===== src/rtl/smx_ram.sv =====
// Generic synchronous RAM: one write port, two read ports, registered read.
// No dependencies.
`default_nettype none

module smx_ram #(
    parameter int WIDTH = 32,
    parameter int DEPTH = 16
) (
    input  wire logic                     clk,
    input  wire logic                     we,
    input  wire logic [$clog2(DEPTH)-1:0] waddr,
    input  wire logic [WIDTH-1:0]         wdata,
    input  wire logic                     re,
    input  wire logic [$clog2(DEPTH)-1:0] raddr_a,
    input  wire logic [$clog2(DEPTH)-1:0] raddr_b,
    output logic      [WIDTH-1:0]         rdata_a,
    output logic      [WIDTH-1:0]         rdata_b
);

    logic [WIDTH-1:0] mem [DEPTH];

    always_ff @(posedge clk)
    begin
        if (we)
        begin
            mem[waddr] <= wdata;
        end
        if (re)
        begin
            rdata_a <= mem[raddr_a];
            rdata_b <= mem[raddr_b];
        end
    end

endmodule

`default_nettype wire


===== config.mk =====
export PLATFORM = sky130hd
export DESIGN_NAME = smx_ram
export DESIGN_NICKNAME = d
export VERILOG_FILES = /design/src/rtl/smx_ram.sv
export SDC_FILE = /design/constraint.sdc
export NUM_CORES = 1
export LEC_CHECK = 0
export BUFFER_PORTS_ARGS = -buffer_cell sky130_fd_sc_hd__buf_2
export CAP_MARGIN = 40
export CORE_ASPECT_RATIO = 2
export CORE_MARGIN = 10
export CORE_UTILIZATION = 62
export CTS_CLUSTER_DIAMETER = 50
export CTS_CLUSTER_SIZE = 16
export DETAILED_ROUTE_END_ITERATION = 10
export GPL_TIMING_DRIVEN = 0
export HOLD_SLACK_MARGIN = 0.03
export PLACE_DENSITY = 0.8
export SYNTH_ARGS = -nofsm -noshare
export SYNTH_HDL_FRONTEND = slang
export SYNTH_SLANG_ARGS = --single-unit

===== constraint.sdc =====
create_clock -name clk -period 4.7 [get_ports clk]
set_input_delay 0.47 -clock clk [delete_from_list [all_inputs] [get_ports clk]]
set_output_delay 0.47 -clock clk [all_outputs]
set_load 0.02 [all_outputs]

Word level (Yosys, flattened, before mapping)
Memory sizes are Yosys's and may differ from the RTL's. A register that Yosys moved wholly into a read port is not among the register bits.
Cells that the tools add are included.
- add/sub/neg operators: 0
- $mul: 0
- div/mod/pow operators: 0
- magnitude comparators: 0
- eq/ne operators: 0
- shifts and indexed selects: 0
- multiplexer cells: 2
- bitwise logic cells: 0
- reduce and logical (&&, ||, !) cells: 0
- operator list (operator ; number):
    $mux W1 ; 2
- register bits: 0
- latch bits: 0
- memory bits (writable): 512
- bits in read-only memories: 0
- bits of input ports: 47
- memories kept: 1
- memory list (memory ; words ; width ; read ports ; clocked after memory_dff ; wr ports ; RTL line ; RTL):
    mem ; 16 ; 32 ; 2 ; 2 ; 1 ; 20 ; logic [WIDTH-1:0] mem [DEPTH];

Logic depth before layout (Yosys ltp)
- depth in word-level cells: 2
- mapped depth: 5
- depth with buffers taken out: 3

Least setup slack after synthesis
No wires, ideal clock.
- path kind: input -> register
- from: input port waddr[2]
- to: memory mem[0][0] (enable)
- setup time: 0.461 ns
- arrival time: 3.188 ns
- required time: 4.239 ns
- setup slack: 1.050 ns
- stages: 2
- path buffers: 0
- cell sequence: or3b_2 > nor3_1
- RTL lines (what ; RTL line ; RTL):
    start, declared ; 11 ; input wire logic [$clog2(DEPTH)-1:0] waddr,
    end, declared ; 20 ;
Straight into the memory's write port.

Worst setup path in the final report
- from: input port waddr[3]
- to: memory mem[12][11] (enable)
Straight into the memory's write port.

==> flow_summary.toml <==
[status]
status = "finished clean"

[route]
drt_iter0_drc = 1928
route.vias.total = 13831
drt-total-wl_um = 67700
ant_nets = 0
via_per_inst = 7.44
drc = 0
drt_first_pass_iters = 5
wl_per_cell_um = 36.4

[floorplanning]
die_area_um2 = 48900
io_pins = 111
die_h_um = 303
num_rows = 103
die_w_um = 162
coreArea_um2 = 39600
initial_core_util_pct = 62.8

[power]
combPwrFrac_pct = 9.5
p_per_area_nw_per_um2 = 362
internal-power_uw = 7810
p_seq_share_pct = 58.2
p_sw_share_pct = 22.5
p_leak_uw = 0.00895
peakVddDrop_v = 0.000309
clockPowerShare_pct = 32.3
power_switching_uw = 2260

[global_routing]
grt-ovfl-total = 0
busiest_layer = "met2"
grt_max_degree = 51
grt_use_met1_pct = 29.9
use_met3_pct = 5.43
antenna_found_initial = 4
grt_pass1_wl_um = 97900
global_route.usage.met2_pct = 49.9
grt_use_total_pct = 27.9
grt_pass1_vias = 14714

[placed_design]
placed_area_um2 = 26800
port_buffers = 106
place_inst = 1815
hpwl_um = 45800
post-place-ws_ns = 1.97
gp_congestion = 0.838

[timing]
fmax_ghz = 0.449
setup_viol = 0
fin_ws_ns = 2.47
finalHoldViolCount = 0
tightest_slew_ns = 1.02
period_minus_slack_ns = 2.23
fin_skew_ns = 0.0312
rsz0062_at_grt = "no"
min_period_over_period_pct = 47.4
slew_viol_final = 0
slew-limit-headroom_pct = 31.7

[yosys]
yosysSeqAreaShare_pct = 69.7
synthesis.nets = 1188
syn_area_um2 = 24800
synth_top_area_share_pct = 69.7
syn_area_per_cell_um2 = 21.8
synth_top_area_cell = "edfxtp_1"
synth_cell_type_count = 16
synth_area_leaders = "edfxtp_1 (70%), mux4_2 (23%), a22oi_1 (3.9%)"
ys_warn_count = 0
synth-seq-cells = 576
netlist_instances = 1141

[worst_setup_path]
cp.required_ns = 4.97
setup.worst_path.start_class = "input port"
critPathMaxFanout = 8
end_kind = "flop"
crit_arrival_ns = 2.49
criticalPathCategory = "input port to flop"

[clock_network]
htreeDepth = 2
clock_latency_ns = 0.58
root_buffer = "clkbuf_16"
cts_repair_resize_count = 0
hold_buffers = 0
cts_num_sinks = 576
cts_tree = "yes"
cts_buffers = 41
cts_setup_buffers = 0
cts.clk_slew.worst_paths_ns = 0.07
clk_path_buf_depth = 3

[layout]
postLayoutCellArea_um2 = 27800
fin_nets = 1380
drive_gt1_share_pct = 37.5
fin_util_pct = 70.4
fillers = 2328
syn2layout_area_growth_pct = 12.2
final_common_cell = "edfxtp_1"
layout_common_cells = "edfxtp_1 (576), mux4_2 (256), a22oi_1 (128)"
final_cell_count_no_fill = 1860

[worst_hold_path]
hp-class = "input port to flop"

[run]
maxCapViolCount = 0
[per-stage QoR]
| step | setup TNS (ns) | total power [µW] | hold slack [ns] |
|---|---|---|---|
| 2_1_floorplan | 0 | 6520 | 0.569 |
| 3_3_place_gp | -231.66 | 6850 | 0.740 |
| 3_5_place_dp | 0 | 6920 | 0.758 |
| 4_1_cts | 0 | 10100 | 0.262 |
| 5_1_grt | 0 | 10300 | 0.282 |
| 6_report | 0 | 10100 | 0.269 |
[sequential cells by signal, indices dropped and copies added, names as in the netlist]
| signal | flops |
|---|---|
| mem | 512 |
| rdata_b | 32 |
| rdata_a | 32 |
[layout make-up]
class                      instances  area (µm²)  area share (%)
clock buffer                      43        1080            3.86
antenna                            1        2.50         0.00899
sequential                       576       17300            62.1
timing repair buffer             149        1160            4.18
clock inverter                     1        8.76          0.0315
buffer                            86         410            1.47
tap                              525         657            2.36
multi-input combinational        479        7230            26.0
[cell usage after synthesis (all sizes together)]
| master | instances |
|---|---|
| nand2b | 2 |
| clkbuf | 39 |
| nor2b | 4 |
| edfxtp | 576 |
| nand3 | 1 |
| mux4 | 256 |
| nor2 | 14 |
| nand3b | 2 |
| a22oi | 128 |
| nor3 | 4 |
| nand2 | 65 |
| or3b | 1 |
| and2 | 2 |
| buf | 47 |
[critical path: stages]
cell and delay [ns]:
buf_2 0.11, nand3_1 0.30, nor3_2 0.65, buf_4 0.35, buf_6 0.19, buf_4 0.20
buf_4 0.20
[final timing paths]
check / startpoint / endpoint / slack [ns] / depth (start not counted)
worst max register to register: mem[11][1] / rdata_b[1] / 2.99 / 3
worst max-delay path: waddr[3] / mem[12][11] / 2.47 / 7
worst min-delay path: wdata[30] / mem[8][30] / 0.27 / 1
worst min register to register: mem[13][26] / rdata_a[26] / 0.76 / 3
[cells by family (layout without fill, tap and decap cells)]
family	after synthesis	after routing	synth area share [%]
compound gates	128	128	3.87
buf+inv	86	279	1.65
flops	576	576	69.7
mux	256	256	23.2
other cells	0	1	0
simple gates	95	95	1.59
[power by group through the flow]
stage / logic, µW / registers, µW / clock network (µW)
floorplan: 495 / 6030 / 0
finish: 957 / 5860 / 3250
detailed placement: 945 / 5970 / 0
global route: 1000 / 5870 / 3460
CTS: 952 / 5860 / 3260
global placement: 890 / 5960 / 0
[metal layers]
| layer | wire length [µm] | share of wire [%] |
|---|---|---|
| met5 | 27 | 0.040 |
| met4 | 4400 | 6.5 |
| met3 | 6600 | 9.7 |
| met2 | 36800 | 54 |
| met1 | 19900 | 29 |
(Power assumes the default switching activity.)
