$ cat config.mk
export PLATFORM = sky130hd
export DESIGN_NAME = smx_alu
export DESIGN_NICKNAME = d
export VERILOG_FILES = /design/src/rtl/smx_pkg.sv /design/src/rtl/smx_alu.sv
export SDC_FILE = /design/constraint.sdc
export NUM_CORES = 2
export LEC_CHECK = 0
export BUFFER_PORTS_ARGS = -buffer_cell sky130_fd_sc_hd__buf_2
export CORE_MARGIN = 10
export CORE_UTILIZATION = 40
export CTS_BUF_LIST = sky130_fd_sc_hd__clkbuf_16
export CTS_CLUSTER_SIZE = 8
export DETAILED_ROUTE_END_ITERATION = 8
export SYNTH_ARGS = -nofsm -noshare
export SYNTH_HDL_FRONTEND = slang
export SYNTH_SLANG_ARGS = --single-unit
$ cat constraint.sdc
create_clock -name clk -period 17.44 [get_ports clk]
set_input_delay 1.744 -clock clk [delete_from_list [all_inputs] [get_ports clk]]
set_output_delay 1.744 -clock clk [all_outputs]
set_load 0.005 [all_outputs]
$ cat src/rtl/smx_pkg.sv
// Package for the stack machine execute unit: opcodes, fault codes,
// sequencer states, ALU control struct and default sizes.
// No dependencies.
`default_nettype none

package smx_pkg;

    localparam int STACK_DEPTH_DEF = 16;
    localparam int CODE_DEPTH_DEF  = 32;
    localparam int Q_W             = 32;
    localparam int OP_W            = 4;
    localparam int TGT_W           = 5;
    localparam int NPC_W           = 5;
    localparam int FAULT_W         = 2;
    localparam int S_TDATA_W       = 48;
    localparam int M_TDATA_W       = 40;
    localparam int M_TUSER_W       = 4;

    typedef enum logic [OP_W-1:0] {
        OP_HALT    = 4'd0,
        OP_PUSH    = 4'd1,
        OP_PUSHACC = 4'd2,
        OP_POPACC  = 4'd3,
        OP_ADD     = 4'd4,
        OP_SUB     = 4'd5,
        OP_MUL     = 4'd6,
        OP_OUT     = 4'd7,
        OP_JMP     = 4'd8,
        OP_JBE     = 4'd9
    } op_t;

    typedef enum logic [FAULT_W-1:0] {
        FAULT_NONE      = 2'd0,
        FAULT_UNDERFLOW = 2'd1,
        FAULT_OVERFLOW  = 2'd2,
        FAULT_UNKNOWN   = 2'd3
    } fault_t;

    typedef enum logic [1:0] {
        ST_IDLE,
        ST_EXEC,
        ST_MUL
    } state_t;

    typedef struct packed {
        logic sub;
        logic mul_load;
    } alu_ctl_t;

endpackage

`default_nettype wire

$ cat src/rtl/smx_alu.sv
// Saturating Q16.16 arithmetic: combinational add/sub, multiply with a
// registered product and rounding plus saturation in the next cycle.
// Depends on smx_pkg.
`default_nettype none

module smx_alu
    import smx_pkg::*;
(
    input  wire logic                  clk,
    input  wire alu_ctl_t              ctl,
    input  wire logic signed [Q_W-1:0] sec,
    input  wire logic signed [Q_W-1:0] top,
    output logic signed      [Q_W-1:0] addsub_res,
    output logic signed      [Q_W-1:0] mul_res
);

    logic signed [2*Q_W-1:0] prod_reg;
    logic signed [Q_W:0]     sum;
    logic signed [2*Q_W-1:0] rounded;
    logic signed [2*Q_W-1:0] shifted;

    always_ff @(posedge clk)
    begin
        if (ctl.mul_load)
        begin
            prod_reg <= sec * top;
        end
    end

    always_comb
    begin
        if (ctl.sub)
        begin
            sum = {sec[Q_W-1], sec} - {top[Q_W-1], top};
        end
        else
        begin
            sum = {sec[Q_W-1], sec} + {top[Q_W-1], top};
        end
        if (sum[Q_W] != sum[Q_W-1])
        begin
            addsub_res = sum[Q_W] ? {1'b1, {(Q_W-1){1'b0}}} : {1'b0, {(Q_W-1){1'b1}}};
        end
        else
        begin
            addsub_res = sum[Q_W-1:0];
        end
    end

    always_comb
    begin
        rounded = prod_reg + 64'sd32768;
        shifted = rounded >>> 16;
        if (shifted > 64'sd2147483647)
        begin
            mul_res = {1'b0, {(Q_W-1){1'b1}}};
        end
        else if (shifted < -64'sd2147483648)
        begin
            mul_res = {1'b1, {(Q_W-1){1'b0}}};
        end
        else
        begin
            mul_res = shifted[Q_W-1:0];
        end
    end

endmodule

`default_nettype wire
## Word-level counts from Yosys, hierarchy flattened

Index checks and enable logic that the tools add are counted.

| word-level totals | value |
|---|---|
| bits in registers | 64 |
| input port bits | 67 |
| output and inout bits | 64 |
| word-level logic and storage cells | 13 |

| cells by class | value |
|---|---|
| add/sub/neg operators | 3 |
| multiply operators | 1 |
| magnitude comparators | 2 |
| equal/unequal tests | 1 |
| multiplexer cells | 5 |

Operators with widths:

| kind | count |
|---|---|
| 32-bit two-way mux | 4 |
| 64-bit by 17-bit adder with 64-bit output, second input constant | 1 |
| 32-bit by 32-bit multiplier with 64-bit output | 1 |
| 48-bit by 32-bit greater-than comparator with 1-bit output, second input constant | 1 |
| 48-bit by 32-bit less-than comparator with 1-bit output, second input constant | 1 |
| 32-bit by 32-bit adder with 33-bit output | 1 |
| 33-bit two-way mux | 1 |
| 32-bit by 32-bit subtractor with 33-bit output | 1 |
| 1-bit inequality test | 1 |

## Longest topological paths before layout

| depth | value |
|---|---|
| depth in word-level cells | 4 |
| gate-level depth with buffers | 31 |
| mapped depth without buffers | 29 |

## Worst setup path before layout

OpenSTA, ideal clock, no wires.

| timing path | value |
|---|---|
| path kind | input to register |
| start point | in top[2] |
| end point | reg prod_reg[57], data pin |
| library setup time | 262 ps |
| data arrival time | 9029 ps |
| data required time | 17178 ps |
| path slack | 8149 ps |
| cell stages on the path | 24 |
| buffers on the path | 2 |
| cell sequence | clkbuf_1 > buf_1 > nand2_1 > inv_1 > fa_1 > fa_1 > fa_1 > fa_1 > inv_1 > fa_1 > inv_1 > fa_1 > inv_1 > fa_1 > inv_1 > fa_1 > ha_1 > nand4_1 > a211oi_1 > nor2_1 > o21bai_1 > a311oi_1 > o21bai_1 > xor2_1 |

| between the ends | value |
|---|---|
| cells in the longest elaborated chain, start to end | 1 |

Ends and longest elaborated chain:

| item | line | RTL |
|---|---|---|
| from (decl) | smx_alu.sv:12 | `input wire logic signed [Q_W-1:0] top,` |
| 32-bit by 32-bit multiplier with 64-bit output | smx_alu.sv:26 | `prod_reg <= sec * top;` |
| to (signal assigned) | smx_alu.sv:26 |  |
| to (decl) | smx_alu.sv:17 | `logic signed [2*Q_W-1:0] prod_reg;` |

Every way passes these cells.
A chain may end at the register's enable or synchronous reset.

## Worst setup path after layout

| timing path | value |
|---|---|
| start point | in top[5] |
| end point | out addsub_res[2] |

| between the ends | value |
|---|---|
| cells in the longest elaborated chain, start to end | 4 |
| elaborated cells on any way between the ends | 6 |
| those cells by class | add/sub: 2; eq/ne: 1; mux: 3 |

Ends and longest elaborated chain:

| item | line | RTL |
|---|---|---|
| 32-bit by 32-bit adder with 33-bit output / 32-bit by 32-bit subtractor with 33-bit output (equally long branches) | smx_alu.sv:38, smx_alu.sv:34 |  |
| 33-bit two-way mux * | smx_alu.sv:32 | `if (ctl.sub)` |
| 32-bit two-way mux / 1-bit inequality test (equally long branches) | smx_alu.sv:42, smx_alu.sv:40 |  |
| 32-bit two-way mux * | smx_alu.sv:40 | `if (sum[Q_W] != sum[Q_W-1])` |
| to (decl) | smx_alu.sv:13 | `output logic signed [Q_W-1:0] addsub_res,` |

Mark *: on every way between the ends. The rest lies on a longest branch, timed or not.

==> out/summary.txt <==
Status - finished, final reports clean
Mapped cell area - 40600 µm²
Slew margin rel. - 18.2%
Max Cap Viol - 0
CP arrival - 8.67 ns
Area delta synth->final - 4.65%
Multiplexer share of the synthesized area - 0.0247%
CTS sink count - 49
Initial DRC count - 1512
Busiest metal layer after global routing - met2
CTS root buf - clkbuf_16
RSZ-0062 raised after global routing - no
Synth Net Count - 5775
Ys Warns - 0
Crit-path max FO - 34
Hold Vio Cnt, Final - 0
Ratio of cells with drive above 1 in the final layout - 4.32%
Initial core utilization - 40.4%
Largest register FFs - 49
Seq/Total Area, Yosys - 3.62%
Global-route wire length before repair - 185 mm
Synth cell types - 65
Routing usage on met1 - 23.9%
Post-route DRC - 0
Post-layout min period - 10.42 ns
Synth Area in Adders - 60.2%
Drt pass-1 iters - 7
Row count - 116
FFs w/ async S/R, synth - 0%
Syn Inst Count - 4412
HP Class - in2reg
Largest family of logic cells by synthesized area - adder cells
Area contributors post-synth - fa_1 (53%), inv_1 (9.5%), and2_1 (7.7%)
Number of port buffers - 130
RD Place Congestion - 0.841
Final WL - 114 mm
Core area - 100000 µm²
Die Span X - 339 µm
Synthesized flop and latch total - 49
Critical path endpoint category - primary output
Critical Path RT - 15.70 ns
Setup-failing EPs final - 0
Compound-gate portion of the synthesized area - 4.64%
Max Buffers Root-to-Sink - 2
Grt ovf - 0
CTS Buf Count - 5
Setup CP Type - in2out
Final HPWL from detailed placement - 88.4 mm
Final nets - 5713
Crit share post-route - 59.7%
Clk slew on worst S/H paths - 0.07 ns
Via density - 5.12
Post-synth top flop - edfxtp_1
EDFF count, synth - 49
Syn avg cell area - 9.20 µm²
DR vias - 29.2k
Routed wire length per instance - 20.0 µm
CTS tree - yes
Initial antenna violation count - 3
Simple-gate share of the synthesized area - 16.6%
Achievable frequency - 96.0 MHz
Post-Synth XOR/XNOR Area - 3.30%
Antenna viol nets, final - 0
Final TNS setup - 0 ns
Fin Hold WS - 2.22 ns
Number of post-CTS setup repair buffers - 0
H-tree depth - 2
Chip height - 339 µm
Die area - 115000 µm²
Cts hold-fix bufs - 0
Leading area contributor after synthesis - fa_1
Vias in the first global route - 32.8k
GR Util met2 - 38.0%
Pin count of the biggest net entering global routing - 50
Gr usage total - 20.5%
Fin. max-slew vios - 0
IO Pins - 131
Post_cts resized - 0
Worst slew pin tran - 1.22 ns
Startpoint types - input port
Met3 usage - 1.93%
Top cell type's share of synthesized area - 53.3%
[critical path: stages]
cell       delay [ns]
buf_2            0.10
buf_4            0.28
nor4_1           0.51
nor4b_1          0.90
nand3_1          0.28
nor3b_1          0.60
a21oi_1          0.18
xnor2_1          0.16
ha_1             0.38
a21o_1           0.19
a21oi_1          0.21
o21ai_0          0.12
and3_1           0.18
a2111oi_0        0.49
o211ai_1         0.22
a221oi_1         0.33
xnor2_1          0.36
nor2_1           1.04
o21ai_0          0.22
buf_2            0.19
[metal layers]
metal  vias to the layer above  share of wire, %
met5                         -             0.011
met4                         2               4.9
met3                       246               4.5
met2                       834                53
met1                     15423                38
li1                      12736                 -
[logic make-up after synthesis]
| group | count (synthesis) |
|---|---|
| AOI/OAI and AO/OA | 303 |
| xor gates and xnor gates | 153 |
| adders and majority gates | 1305 |
| buffers and inverters | 1262 |
| DFF | 49 |
| muxes | 1 |
| and+or+nand+nor | 1339 |
[cells in the final DEF, fill, tap and decap left out, drive strengths merged, types with 5 or more instances in the layout]
cell type and n:
a2111oi 5, a211oi 16, a21o 36, a21oi 94, a31oi 8, and2 502, and3 16, and4 5
buf 168, clkbuf 5, diode 5, edfxtp 49, fa 1082, ha 214, inv 1026, maj3 9
nand2 567, nand2b 24, nand3 34, nand4 20, nor2 98, nor2b 10, nor3 23, nor4 12
o21a 12, o21ai 82, o21bai 17, xnor2 104, xor2 49
[per-stage QoR]
step           util, %  setup slack (ns)  cells  instance area [µm²]
2_1_floorplan        -              8.15   4412                40600
3_3_place_gp      42.2              7.05   5700                42300
3_5_place_dp      42.2              7.03   5700                42300
4_1_cts           42.3              7.19   5707                42500
5_1_grt           42.3              6.42   5707                42500
6_report          42.3              7.02   5712                42500
[final cells by class]
class,count,area [µm²]
fill,10054,57900
multi-input combinational,3101,34400
inverter,1025,3850
tap,1357,1700
sequential,49,1470
timing repair buffer,168,936
clock buffer,5,125
clock inverter,2,12.5
antenna,5,12.5
[path summary, 6_finish.rpt]
path	startpoint	to	cells past startpoint
setup / recovery	top[5]	addsub_res[2]	20
hold / removal	ctl[0]	prod_reg[15]$_DFFE_PP_	1
[Yosys cell counts, types with 2 or more instances]
| library cell | n |
|---|---|
| a211oi_1 | 16 |
| edfxtp_1 | 49 |
| inv_1 | 1025 |
| or4_1 | 3 |
| o21bai_1 | 17 |
| nor2b_1 | 10 |
| a211o_1 | 2 |
| a31oi_1 | 8 |
| nor4_1 | 11 |
| nor2_1 | 98 |
| o21ai_1 | 3 |
| nand3_1 | 34 |
| a21boi_0 | 2 |
| o22ai_1 | 4 |
| a2111oi_0 | 3 |
| o21ai_0 | 79 |
| or2_2 | 4 |
| nor3b_1 | 4 |
| buf_1 | 6 |
| and2_1 | 502 |
| nand4_1 | 20 |
| o31ai_1 | 4 |
| and4_1 | 5 |
| and3_1 | 16 |
| o211ai_1 | 4 |
| o21a_1 | 12 |
| a21oi_1 | 94 |
| maj3_1 | 9 |
| nand2_1 | 567 |
| o221a_2 | 2 |
| or3_1 | 4 |
| a311oi_1 | 4 |
| xnor2_1 | 104 |
| a21o_1 | 36 |
| nand2b_1 | 24 |
| nor3_1 | 22 |
| buf_2 | 5 |
| nor4b_1 | 3 |
| clkbuf_1 | 226 |
| xor2_1 | 49 |
| ha_1 | 214 |
| nand3b_1 | 4 |
| fa_1 | 1082 |
Power is left out: the tool's default activity adds up to more than one toggle a clock period on the data nets, which glitch-free logic cannot reach.
